## src/hdl/pee_pkg.sv

```systemverilog
`timescale 1ns / 1ps
// ---------------------------------------------------------------------------
// postfix evaluator package
// shared widths, character codes, symbol decode, fsm states and the
// command / status bundles between controller and datapath
// ---------------------------------------------------------------------------
package pee_pkg;

   localparam int WORD_W      = 32;
   localparam int SYM_W       = 8;
   localparam int STACK_DEPTH = 64;
   localparam int CNT_W       = $clog2(STACK_DEPTH + 1);
   localparam int ADDR_W      = $clog2(STACK_DEPTH);
   localparam int DIV_CNT_W   = $clog2(WORD_W);
   localparam int FLAG_W      = 3;

   // ascii codes
   localparam logic [SYM_W-1:0] CH_ZERO   = 8'h30;
   localparam logic [SYM_W-1:0] CH_PLUS   = 8'h2B;
   localparam logic [SYM_W-1:0] CH_MINUS  = 8'h2D;
   localparam logic [SYM_W-1:0] CH_STAR   = 8'h2A;
   localparam logic [SYM_W-1:0] CH_SLASH  = 8'h2F;
   localparam logic [SYM_W-1:0] CH_LPAREN = 8'h28;
   localparam logic [SYM_W-1:0] CH_RPAREN = 8'h29;

   // sticky flag positions
   localparam int FLAG_UNDER = 0;
   localparam int FLAG_OVER  = 1;
   localparam int FLAG_DIVZ  = 2;

   typedef enum logic [2:0] {
      CLS_OPERAND,
      CLS_ADD,
      CLS_SUB,
      CLS_MUL,
      CLS_DIV,
      CLS_PAREN
   } sym_class_type;

   typedef enum logic [2:0] {
      ST_IDLE,
      ST_POP_LHS,
      ST_EXEC,
      ST_DIV_WAIT,
      ST_PUSH,
      ST_FINISH,
      ST_ANSWER
   } state_type;

   typedef struct packed {
      logic load_item;
      logic push_sym;
      logic pop;
      logic cap_rhs;
      logic exec;
      logic div_load;
      logic push_res;
      logic emit;
   } cmd_type;

   typedef struct packed {
      logic          in_operand;
      logic          in_last;
      sym_class_type cls;
      logic          last;
      logic          rhs_zero;
      logic          div_done;
      logic          rsp_free;
   } status_type;

   function automatic sym_class_type decode_symbol(input logic [SYM_W-1:0] sym);
      sym_class_type cls;
      case (sym)
         CH_PLUS:   cls = CLS_ADD;
         CH_MINUS:  cls = CLS_SUB;
         CH_STAR:   cls = CLS_MUL;
         CH_SLASH:  cls = CLS_DIV;
         CH_LPAREN: cls = CLS_PAREN;
         CH_RPAREN: cls = CLS_PAREN;
         default:   cls = CLS_OPERAND;
      endcase
      return cls;
   endfunction

endpackage

```

## src/hdl/pee_req_if.sv

```systemverilog
`timescale 1ns / 1ps
// ---------------------------------------------------------------------------
// request channel
// one expression character per word
// ---------------------------------------------------------------------------
interface pee_req_if;
   logic       valid;
   logic       ready;
   logic [7:0] symbol;
   logic       last_symbol;

   modport source (output valid, output symbol, output last_symbol, input ready);
   modport sink   (input valid, input symbol, input last_symbol, output ready);
endinterface

```

## src/hdl/pee_rsp_if.sv

```systemverilog
`timescale 1ns / 1ps
// ---------------------------------------------------------------------------
// response channel
// evaluated answer and sticky error flags
// ---------------------------------------------------------------------------
interface pee_rsp_if;
   logic               valid;
   logic               ready;
   logic signed [31:0] value;
   logic               underflow;
   logic               overflow;
   logic               divide_by_zero;

   modport source (output valid, output value, output underflow, output overflow,
                   output divide_by_zero, input ready);
   modport sink   (input valid, input value, input underflow, input overflow,
                   input divide_by_zero, output ready);
endinterface

```

## src/hdl/pee_div.sv

```systemverilog
`timescale 1ns / 1ps
// ---------------------------------------------------------------------------
// iterative signed divider
// restoring radix-2 on magnitudes, one quotient bit per cycle, truncating
// ---------------------------------------------------------------------------
module pee_div (
   input  logic                        clock,
   input  logic                        reset,
   input  logic                        start,
   input  logic [pee_pkg::WORD_W-1:0]  dividend,
   input  logic [pee_pkg::WORD_W-1:0]  divisor,
   output logic                        done,
   output logic [pee_pkg::WORD_W-1:0]  quotient
);
   import pee_pkg::*;

   logic                 busy_ff, busy_in;
   logic                 done_ff, done_in;
   logic [DIV_CNT_W-1:0] cnt_ff, cnt_in;
   logic [WORD_W-1:0]    rem_ff, rem_in;
   logic [WORD_W-1:0]    quo_ff, quo_in;
   logic [WORD_W-1:0]    dvs_ff, dvs_in;
   logic                 neg_ff, neg_in;
   logic [WORD_W:0]      shifted;
   logic [WORD_W:0]      trial;

   assign shifted = {rem_ff, quo_ff[WORD_W-1]};
   assign trial   = shifted - {1'b0, dvs_ff};

   always_comb begin
      busy_in = busy_ff;
      done_in = 1'b0;
      cnt_in  = cnt_ff;
      rem_in  = rem_ff;
      quo_in  = quo_ff;
      dvs_in  = dvs_ff;
      neg_in  = neg_ff;
      if (start) begin
         busy_in = 1'b1;
         cnt_in  = '0;
         rem_in  = '0;
         quo_in  = dividend[WORD_W-1] ? (WORD_W'(0) - dividend) : dividend;
         dvs_in  = divisor[WORD_W-1] ? (WORD_W'(0) - divisor) : divisor;
         neg_in  = dividend[WORD_W-1] ^ divisor[WORD_W-1];
      end else if (busy_ff) begin
         if (trial[WORD_W]) begin
            rem_in = shifted[WORD_W-1:0];
            quo_in = {quo_ff[WORD_W-2:0], 1'b0};
         end else begin
            rem_in = trial[WORD_W-1:0];
            quo_in = {quo_ff[WORD_W-2:0], 1'b1};
         end
         cnt_in = cnt_ff + DIV_CNT_W'(1);
         if (cnt_ff == DIV_CNT_W'(WORD_W - 1)) begin
            busy_in = 1'b0;
            done_in = 1'b1;
         end
      end
   end

   always_ff @(posedge clock) begin
      if (reset) begin
         busy_ff <= 1'b0;
         done_ff <= 1'b0;
      end else begin
         busy_ff <= busy_in;
         done_ff <= done_in;
      end
      cnt_ff <= cnt_in;
      rem_ff <= rem_in;
      quo_ff <= quo_in;
      dvs_ff <= dvs_in;
      neg_ff <= neg_in;
   end

   assign done     = done_ff;
   assign quotient = neg_ff ? (WORD_W'(0) - quo_ff) : quo_ff;

   a_done_after_busy: assert property (@(posedge clock) disable iff (reset)
      done_ff |-> $past(busy_ff))
      else $error("divider done without a running division");

endmodule

```

## src/hdl/pee_ctrl.sv

```systemverilog
`timescale 1ns / 1ps
// ---------------------------------------------------------------------------
// evaluator controller
// sequences pops, arithmetic, pushes and the answer pop per word
// ---------------------------------------------------------------------------
module pee_ctrl (
   input  logic                 clock,
   input  logic                 reset,
   input  logic                 req_valid,
   output logic                 req_ready,
   input  pee_pkg::status_type  status,
   output pee_pkg::cmd_type     cmd
);
   import pee_pkg::*;

   state_type state_ff, state_in;

   always_comb begin
      state_in = state_ff;
      case (state_ff)
         ST_IDLE: begin
            if (req_valid) begin
               if (!status.in_operand)   state_in = ST_POP_LHS;
               else if (status.in_last)  state_in = ST_FINISH;
               else                      state_in = ST_IDLE;
            end
         end
         ST_POP_LHS: state_in = ST_EXEC;
         ST_EXEC: begin
            case (status.cls)
               CLS_ADD:   state_in = ST_PUSH;
               CLS_SUB:   state_in = ST_PUSH;
               CLS_MUL:   state_in = ST_PUSH;
               CLS_DIV:   state_in = status.rhs_zero ? ST_PUSH : ST_DIV_WAIT;
               CLS_PAREN: state_in = status.last ? ST_FINISH : ST_IDLE;
               default:   state_in = ST_IDLE;
            endcase
         end
         ST_DIV_WAIT: begin
            if (status.div_done) state_in = ST_PUSH;
         end
         ST_PUSH:   state_in = status.last ? ST_FINISH : ST_IDLE;
         ST_FINISH: state_in = ST_ANSWER;
         ST_ANSWER: begin
            if (status.rsp_free) state_in = ST_IDLE;
         end
         default: state_in = ST_IDLE;
      endcase
   end

   always_comb begin
      cmd       = '0;
      req_ready = 1'b0;
      case (state_ff)
         ST_IDLE: begin
            req_ready = 1'b1;
            if (req_valid) begin
               cmd.load_item = 1'b1;
               cmd.push_sym  = status.in_operand;
               cmd.pop       = !status.in_operand;
            end
         end
         ST_POP_LHS: begin
            cmd.cap_rhs = 1'b1;
            cmd.pop     = 1'b1;
         end
         ST_EXEC:     cmd.exec     = 1'b1;
         ST_DIV_WAIT: cmd.div_load = status.div_done;
         ST_PUSH:     cmd.push_res = 1'b1;
         ST_FINISH:   cmd.pop      = 1'b1;
         ST_ANSWER:   cmd.emit     = status.rsp_free;
         default: ;
      endcase
   end

   always_ff @(posedge clock) begin
      if (reset) state_ff <= ST_IDLE;
      else       state_ff <= state_in;
   end

endmodule

```

## src/hdl/pee_dpath.sv

```systemverilog
`timescale 1ns / 1ps
// ---------------------------------------------------------------------------
// evaluator datapath
// value stack memory, count, operand registers, alu, flags, output register
// ---------------------------------------------------------------------------
module pee_dpath (
   input  logic                              clock,
   input  logic                              reset,
   input  pee_pkg::cmd_type                  cmd,
   output pee_pkg::status_type               status,
   input  logic [pee_pkg::SYM_W-1:0]         symbol,
   input  logic                              last_symbol,
   output logic                              rsp_valid,
   input  logic                              rsp_ready,
   output logic signed [pee_pkg::WORD_W-1:0] rsp_value,
   output logic                              rsp_underflow,
   output logic                              rsp_overflow,
   output logic                              rsp_divide_by_zero
);
   import pee_pkg::*;

   logic [WORD_W-1:0] stack_ff [STACK_DEPTH];
   logic [WORD_W-1:0] rd_data_ff;
   logic              rd_ok_ff, rd_ok_in;
   logic [CNT_W-1:0]  count_ff, count_in;
   logic [CNT_W-1:0]  count_dec;
   logic [FLAG_W-1:0] flags_ff, flags_in;
   sym_class_type     cls_ff, cls_in;
   logic              last_ff, last_in;
   logic [WORD_W-1:0] rhs_ff;
   logic [WORD_W-1:0] result_ff, result_in;
   logic [WORD_W-1:0] popped;
   logic [WORD_W-1:0] sym_value;
   logic [WORD_W-1:0] wr_data;
   logic              wr_en;
   logic              rd_en;
   logic              stack_full;
   logic              stack_empty;
   logic              div_start;
   logic              div_done;
   logic [WORD_W-1:0] div_quotient;
   logic              rsp_valid_ff, rsp_valid_in;
   logic [WORD_W-1:0] rsp_value_ff;
   logic [FLAG_W-1:0] rsp_flags_ff;

   assign stack_full  = (count_ff == CNT_W'(STACK_DEPTH));
   assign stack_empty = (count_ff == '0);
   assign count_dec   = count_ff - CNT_W'(1);
   assign popped      = rd_ok_ff ? rd_data_ff : '1;
   assign sym_value   = WORD_W'(symbol) - WORD_W'(CH_ZERO);

   // push / pop
   always_comb begin
      wr_data  = cmd.push_sym ? sym_value : result_ff;
      wr_en    = (cmd.push_sym || cmd.push_res) && !stack_full;
      rd_en    = cmd.pop && !stack_empty;
      rd_ok_in = cmd.pop ? !stack_empty : rd_ok_ff;
      count_in = count_ff;
      flags_in = flags_ff;
      if (wr_en) count_in = count_ff + CNT_W'(1);
      if (rd_en) count_in = count_dec;
      if ((cmd.push_sym || cmd.push_res) && stack_full) flags_in[FLAG_OVER] = 1'b1;
      if (cmd.pop && stack_empty) flags_in[FLAG_UNDER] = 1'b1;
      if (cmd.exec && cls_ff == CLS_DIV && rhs_ff == '0) flags_in[FLAG_DIVZ] = 1'b1;
      if (cmd.emit) flags_in = '0;
   end

   always_ff @(posedge clock) begin
      if (wr_en) stack_ff[count_ff[ADDR_W-1:0]] <= wr_data;
      if (rd_en) rd_data_ff <= stack_ff[count_dec[ADDR_W-1:0]];
   end

   // item latch and arithmetic
   assign cls_in  = cmd.load_item ? decode_symbol(symbol) : cls_ff;
   assign last_in = cmd.load_item ? last_symbol : last_ff;

   always_comb begin
      result_in = result_ff;
      if (cmd.exec) begin
         case (cls_ff)
            CLS_ADD: result_in = popped + rhs_ff;
            CLS_SUB: result_in = popped - rhs_ff;
            CLS_MUL: result_in = popped * rhs_ff;
            default: result_in = '0;
         endcase
      end else if (cmd.div_load) begin
         result_in = div_quotient;
      end
   end

   assign div_start = cmd.exec && (cls_ff == CLS_DIV) && (rhs_ff != '0);

   pee_div u_div (
      .clock    (clock),
      .reset    (reset),
      .start    (div_start),
      .dividend (popped),
      .divisor  (rhs_ff),
      .done     (div_done),
      .quotient (div_quotient)
   );

   // output register
   always_comb begin
      rsp_valid_in = rsp_valid_ff;
      if (cmd.emit)      rsp_valid_in = 1'b1;
      else if (rsp_ready) rsp_valid_in = 1'b0;
   end

   always_ff @(posedge clock) begin
      if (reset) begin
         count_ff     <= '0;
         flags_ff     <= '0;
         rd_ok_ff     <= 1'b0;
         rsp_valid_ff <= 1'b0;
      end else begin
         count_ff     <= count_in;
         flags_ff     <= flags_in;
         rd_ok_ff     <= rd_ok_in;
         rsp_valid_ff <= rsp_valid_in;
      end
      cls_ff    <= cls_in;
      last_ff   <= last_in;
      result_ff <= result_in;
      if (cmd.cap_rhs) rhs_ff <= popped;
      if (cmd.emit) begin
         rsp_value_ff <= popped;
         rsp_flags_ff <= flags_ff;
      end
   end

   assign status.in_operand = (decode_symbol(symbol) == CLS_OPERAND);
   assign status.in_last    = last_symbol;
   assign status.cls        = cls_ff;
   assign status.last       = last_ff;
   assign status.rhs_zero   = (rhs_ff == '0);
   assign status.div_done   = div_done;
   assign status.rsp_free   = !rsp_valid_ff || rsp_ready;

   assign rsp_valid          = rsp_valid_ff;
   assign rsp_value          = rsp_value_ff;
   assign rsp_underflow      = rsp_flags_ff[FLAG_UNDER];
   assign rsp_overflow       = rsp_flags_ff[FLAG_OVER];
   assign rsp_divide_by_zero = rsp_flags_ff[FLAG_DIVZ];

   a_count_bound: assert property (@(posedge clock) disable iff (reset)
      count_ff <= CNT_W'(STACK_DEPTH))
      else $error("stack count beyond depth");

   a_emit_clears_flags: assert property (@(posedge clock) disable iff (reset)
      cmd.emit |=> (flags_ff == '0) && rsp_valid_ff)
      else $error("flags not cleared or word not loaded after answer");

   a_one_stack_op: assert property (@(posedge clock) disable iff (reset)
      $onehot0({cmd.push_sym, cmd.push_res, cmd.pop, cmd.emit}))
      else $error("conflicting stack commands");

endmodule

```

## src/hdl/postfix_expression_evaluator_top.sv

```systemverilog
`timescale 1ns / 1ps
// ---------------------------------------------------------------------------
// postfix expression evaluator
// evaluates a postfix expression streamed one ascii character per word on a
// bounded stack of signed 32-bit values, answering on the last character
// ---------------------------------------------------------------------------
//
//  channel   dir  handshake          payload
//  req_if    in   valid / ready      symbol[7:0], last_symbol
//  rsp_if    out  valid / ready      value[31:0] signed, underflow, overflow,
//                                    divide_by_zero
//
//  steps: operand push; + - * pop both, execute, push; parenthesis pops
//  both and pushes nothing; divide waits on the one-bit-per-cycle divider
//  unless the divisor is zero; a last character adds the answer pop
//  stack memory has one access per cycle, so each pop or push takes a step
//  reset: synchronous, active high; clears stack count, flags, fsm state and
//  the output valid; stack entries are never cleared
//  stalls: req_ready is high only while the sequencer is idle; a waiting
//  answer does not block new words, only the next answer load
//
module postfix_expression_evaluator_top (
   input logic      clock,
   input logic      reset,
   pee_req_if.sink   req_if,
   pee_rsp_if.source rsp_if
);
   import pee_pkg::*;

   cmd_type    cmd;
   status_type status;

   // controller: sequences one word at a time
   pee_ctrl u_ctrl (
      .clock     (clock),
      .reset     (reset),
      .req_valid (req_if.valid),
      .req_ready (req_if.ready),
      .status    (status),
      .cmd       (cmd)
   );

   // datapath: stack, alu, divider, output register
   pee_dpath u_dpath (
      .clock              (clock),
      .reset              (reset),
      .cmd                (cmd),
      .status             (status),
      .symbol             (req_if.symbol),
      .last_symbol        (req_if.last_symbol),
      .rsp_valid          (rsp_if.valid),
      .rsp_ready          (rsp_if.ready),
      .rsp_value          (rsp_if.value),
      .rsp_underflow      (rsp_if.underflow),
      .rsp_overflow       (rsp_if.overflow),
      .rsp_divide_by_zero (rsp_if.divide_by_zero)
   );

endmodule
```

## src/flat_wrapper.sv

```systemverilog
// flat-port wrapper written by rule: the top's interface ports become plain ports
module postfix_expression_evaluator_top_flat import pee_pkg::*;
  (clock, reset, req_if_valid, req_if_symbol, req_if_last_symbol, req_if_ready, rsp_if_valid, rsp_if_value, rsp_if_underflow, rsp_if_overflow, rsp_if_divide_by_zero, rsp_if_ready);
  pee_req_if req_if_i ();
  pee_rsp_if rsp_if_i ();
  input logic clock;
  input logic reset;
  input wire logic [$bits(req_if_i.valid)-1:0] req_if_valid;
  input wire logic [$bits(req_if_i.symbol)-1:0] req_if_symbol;
  input wire logic [$bits(req_if_i.last_symbol)-1:0] req_if_last_symbol;
  output wire logic [$bits(req_if_i.ready)-1:0] req_if_ready;
  output wire logic [$bits(rsp_if_i.valid)-1:0] rsp_if_valid;
  output wire logic [$bits(rsp_if_i.value)-1:0] rsp_if_value;
  output wire logic [$bits(rsp_if_i.underflow)-1:0] rsp_if_underflow;
  output wire logic [$bits(rsp_if_i.overflow)-1:0] rsp_if_overflow;
  output wire logic [$bits(rsp_if_i.divide_by_zero)-1:0] rsp_if_divide_by_zero;
  input wire logic [$bits(rsp_if_i.ready)-1:0] rsp_if_ready;
  assign req_if_i.valid = req_if_valid;
  assign req_if_i.symbol = req_if_symbol;
  assign req_if_i.last_symbol = req_if_last_symbol;
  assign req_if_ready = req_if_i.ready;
  assign rsp_if_valid = rsp_if_i.valid;
  assign rsp_if_value = rsp_if_i.value;
  assign rsp_if_underflow = rsp_if_i.underflow;
  assign rsp_if_overflow = rsp_if_i.overflow;
  assign rsp_if_divide_by_zero = rsp_if_i.divide_by_zero;
  assign rsp_if_i.ready = rsp_if_ready;
  postfix_expression_evaluator_top u_core (.clock(clock), .reset(reset), .req_if(req_if_i), .rsp_if(rsp_if_i));
endmodule
```

## config.mk

```make
export PLATFORM = sky130hd
export DESIGN_NAME = postfix_expression_evaluator_top_flat
export DESIGN_NICKNAME = d
export VERILOG_FILES = /design/src/hdl/pee_pkg.sv /design/src/hdl/pee_req_if.sv /design/src/hdl/pee_rsp_if.sv /design/src/hdl/pee_div.sv /design/src/hdl/pee_ctrl.sv /design/src/hdl/pee_dpath.sv /design/src/hdl/postfix_expression_evaluator_top.sv /design/src/flat_wrapper.sv
export SDC_FILE = /design/constraint.sdc
export NUM_CORES = 2
export LEC_CHECK = 0
export BUFFER_PORTS_ARGS = -buffer_cell sky130_fd_sc_hd__buf_2
export CORE_UTILIZATION = 60
export DETAILED_ROUTE_END_ITERATION = 8
export MAX_ROUTING_LAYER = met4
export PLACE_DENSITY = 0.76
export SYNTH_ARGS = -nofsm -noshare
export SYNTH_HDL_FRONTEND = slang
export SYNTH_SLANG_ARGS = --single-unit
export TNS_END_PERCENT = 5
```

## constraint.sdc

```tcl
create_clock -name clock -period 13 [get_ports clock]
set_input_delay 0.65 -clock clock [delete_from_list [all_inputs] [get_ports clock]]
set_output_delay 0.65 -clock clock [all_outputs]
set_load 0.01 [all_outputs]
```

==> results.yml <==
critical_path:
  worstSetupPathType: "reg2reg"
  cp.required_ns: 13.53
  worst_setup_path_end_kind: "flip-flop"
  crit_path_start_kind: "flip-flop"
  r2r_start: "u_core.u_dpath.rd_ok_ff"
  crit_fanout: 26
  worstPathArrival_ns: 8.84
  r2r_setup_slack_ns: 4.68
  ff2ff_path_depth: 27
  reg2reg_to: "u_core.u_dpath.result_ff[30]"
synth:
  yosysSeqAreaShare: 0.628
  synth_ff_type: "edfxtp_1"
  synth_area_um2: 109000
  synth_common_cells: "edfxtp_1, mux4_2, inv_1"
  synth.net_count: 6989
  synth_cells: 6370
  synthDistinctLibCells: 81
  ys_ff_latch: 2302
  yosys_warnings: 0
  synth-edff-count: 2248
  synth_top_area_frac: 0.618
  synth.most_common_cell: "edfxtp_1"
  synth_area_leader_cell: "edfxtp_1"
  yosys-top-cells-area: "edfxtp_1, mux4_2, fa_1"
  syn_avg_cell_area_um2: 17.1
  async_flop_share: 0
detailed_routing:
  vias_per_cell: 6.58
  drt_iter0_drc: 7104
  routed_wl_mm: 278
  drt-wirelength-per-cell_um: 30.9
  firstDrtPassIters: 5
  drc: 0
  drtAntennaViolNets: 0
  vias: 59300
cts:
  htree_levels: 4
  cts_resized: 0
  tritoncts: "built"
  insertion_delay_ns: 0.88
  clock_sinks: 2302
  cts_buffers: 220
  root_buffer: "clkbuf_16"
  clk_pin_slew_ns: 0.06
  clk_path_buf_depth: 3
run_status:
  outcome: "finished, final reports clean"
timing:
  slew_headroom: 0.0933
  period_share: 0.640
  slew_violations: 0
  grt_setup_unrepaired: "no"
  finalSetupViolCount: 0
  setup_tns_ns: 0
  fmax_mhz: 120
  worst_pin_slew_ns: 1.36
  finalClockSkew_ns: 0.0956
  hold_viol_final: 0
  fin_crit_ns: 8.32
global_route:
  antenna_found_initial: 12
  grt_pass1_vias: 62100
  grt-ovfl-total: 0
  grt_max_degree: 163
  grt_pass1_wl_mm: 413
  grt_usage: 0.319
place:
  dp_hpwl_mm: 158
  gp_congestion: 0.958
  io_buffers: 49
  place_area_um2: 113000
min_path:
  min_path_cells: 2
  worstHoldStart: "req_if_symbol[2]"
  worstHoldPathType: "in2reg"
  whs_endpoint: "u_core.u_dpath.cls_ff[0]"
job:
  drv_cap: 0
cells_and_area:
  drive_gt1_frac: 0.202
  final_area_um2: 120000
  ff_latch_area_um2: 68600
  fillCellCount: 11600
  nets: 7067
  multiInputGateArea_um2: 38200
  area_delta_synth_final_pct: 10.1
die:
  io_pins: 50
  die_h_um: 429
  std_cell_rows: 156
  die_x_um: 429
  initial_core_util: 0.604
  dieArea_um2: 184000
  core_um2: 181000
==> worst max-delay path: stages, from the launching register on <==
cell      delay [ns]
dfxtp_1         0.54
buf_4           0.37
nand2b_1        0.09
buf_4           0.26
and2_1          0.23
fa_1            0.56
fa_1            0.45
fa_1            0.52
inv_1           0.05
fa_1            0.47
inv_1           0.05
fa_1            0.52
inv_1           0.06
fa_1            0.55
inv_1           0.05
fa_1            0.38
fa_1            0.48
ha_1            0.39
a21oi_1         0.11
nor2b_1         0.18
o21a_1          0.12
o21ai_0         0.07
a211oi_1        0.28
a211oi_1        0.10
a311o_1         0.38
nor4bb_1        0.16
o311ai_0        0.36
o211ai_1        0.15
==> worst max path at each step <==
stage | slack [ns] | startpoint | to
detailed placement | 4.88 | u_core.u_dpath.rd_ok_ff | u_core.u_dpath.result_ff[31]
floorplan | 5.47 | u_core.u_dpath.rd_ok_ff | u_core.u_dpath.result_ff[31]
finish | 4.68 | u_core.u_dpath.rd_ok_ff | u_core.u_dpath.result_ff[30]
global placement | 4.96 | u_core.u_dpath.rd_ok_ff | u_core.u_dpath.result_ff[31]
global route | 4.31 | u_core.u_dpath.rd_ok_ff | u_core.u_dpath.result_ff[30]
CTS | 4.74 | u_core.u_dpath.rd_ok_ff | u_core.u_dpath.result_ff[31]
==> metrics by stage <==
step / utilization / hold WS, ns / cells / worst slack, ns
final: 0.665 / 0.217 / 9023 / 4.68
after global routing: 0.665 / 0.221 / 9022 / 4.31
after CTS: 0.665 / 0.160 / 9012 / 4.74
after detailed placement: 0.625 / 0.422 / 8595 / 4.88
after global placement: 0.625 / 0.414 / 8595 / 4.96
after floorplan: - / 0.399 / 6370 / 5.47
==> logic make-up (layout without fill, tap and decap cells) <==
kind of cell    count (synthesis)  in the layout  share of synthesized area
compound gates                493            493                     0.0285
xor+xnor                      260            260                     0.0210
fa+ha+maj                     606            606                     0.0976
buf+inv                       807           1079                     0.0281
flops                        2302           2302                      0.628
mux                           704            704                      0.142
other cells                     0             11                          0
simple gates                 1198           1198                     0.0550
==> placed cells by master, fill, tap and decap left out, types with 11 or more instances in the layout <==
cell and instances:
o31ai_1 39, and3_1 15, clkbuf_1 45, nand4_1 17
o21a_1 17, clkinv_1 43, mux4_2 672, a21oi_1 131
nor2_4 63, o21ai_0 136, and2_1 314, buf_4 157
mux2i_1 28, a31oi_1 15, nand2_1 407, inv_1 447
fa_1 410, nor2b_1 22, clkinv_2 46, nand2_2 17
dfxtp_1 52, diode_2 11, clkbuf_16 222, or4_1 17
xnor2_1 154, nand2b_1 55, nor2_1 115, a21o_1 28
xor2_1 101, nand3_1 39, nor3_1 40, a221oi_1 21
ha_1 195, a211oi_1 15, or3_1 21, bufinv_16 19
clkinvlp_4 13, buf_2 49, edfxtp_1 2248
==> registers in the layout, indices dropped and copies added, names as in the netlist, 3 cells and up <==
register / cells
u_core.u_dpath.rhs_ff: 32
u_core.u_dpath.u_div.cnt_ff: 5
u_core.u_ctrl.state_ff: 3
u_core.u_dpath.rd_data_ff: 32
u_core.u_dpath.count_ff: 7
u_core.u_dpath.rsp_value: 32
u_core.u_dpath.u_div.dvs_ff: 32
u_core.u_dpath.rsp_flags_ff: 3
u_core.u_dpath.cls_ff: 3
u_core.u_dpath.flags_ff: 3
u_core.u_dpath.result_ff: 32
u_core.u_dpath.stack_ff: 2048
u_core.u_dpath.u_div.quo_ff: 32
u_core.u_dpath.u_div.rem_ff: 32
==> layer usage <==
| layer | vias to the layer above | wire (um) | global-route usage |
|---|---|---|---|
| li1 | 24300 | - | - |
| met1 | 30900 | 101000 | 0.401 |
| met2 | 3472 | 142000 | 0.526 |
| met3 | 679 | 23500 | 0.0495 |
| met4 | 0 | 12000 | 0.127 |
| met5 | - | 0 | - |
==> layout make-up <==
| cell class | count | share of cell area |
|---|---|---|
| flip-flops and latches | 2302 | 0.570 |
| multi-input cells | 3261 | 0.318 |
| clock buffers | 273 | 0.0483 |
| well taps | 2370 | 0.0247 |
| inverters | 451 | 0.0141 |
| repair buffers | 212 | 0.0128 |
| clock inverters | 143 | 0.0120 |
| diodes | 11 | 0.000229 |
==> what timing repair did <==
item,CTS,global route
hold endpoints to repair,1,0
buffers inserted,0,0
hold buffers,1,0
Power is not shown: default switching activity piles up to over one toggle a cycle in this logic, so the estimate is an artifact.
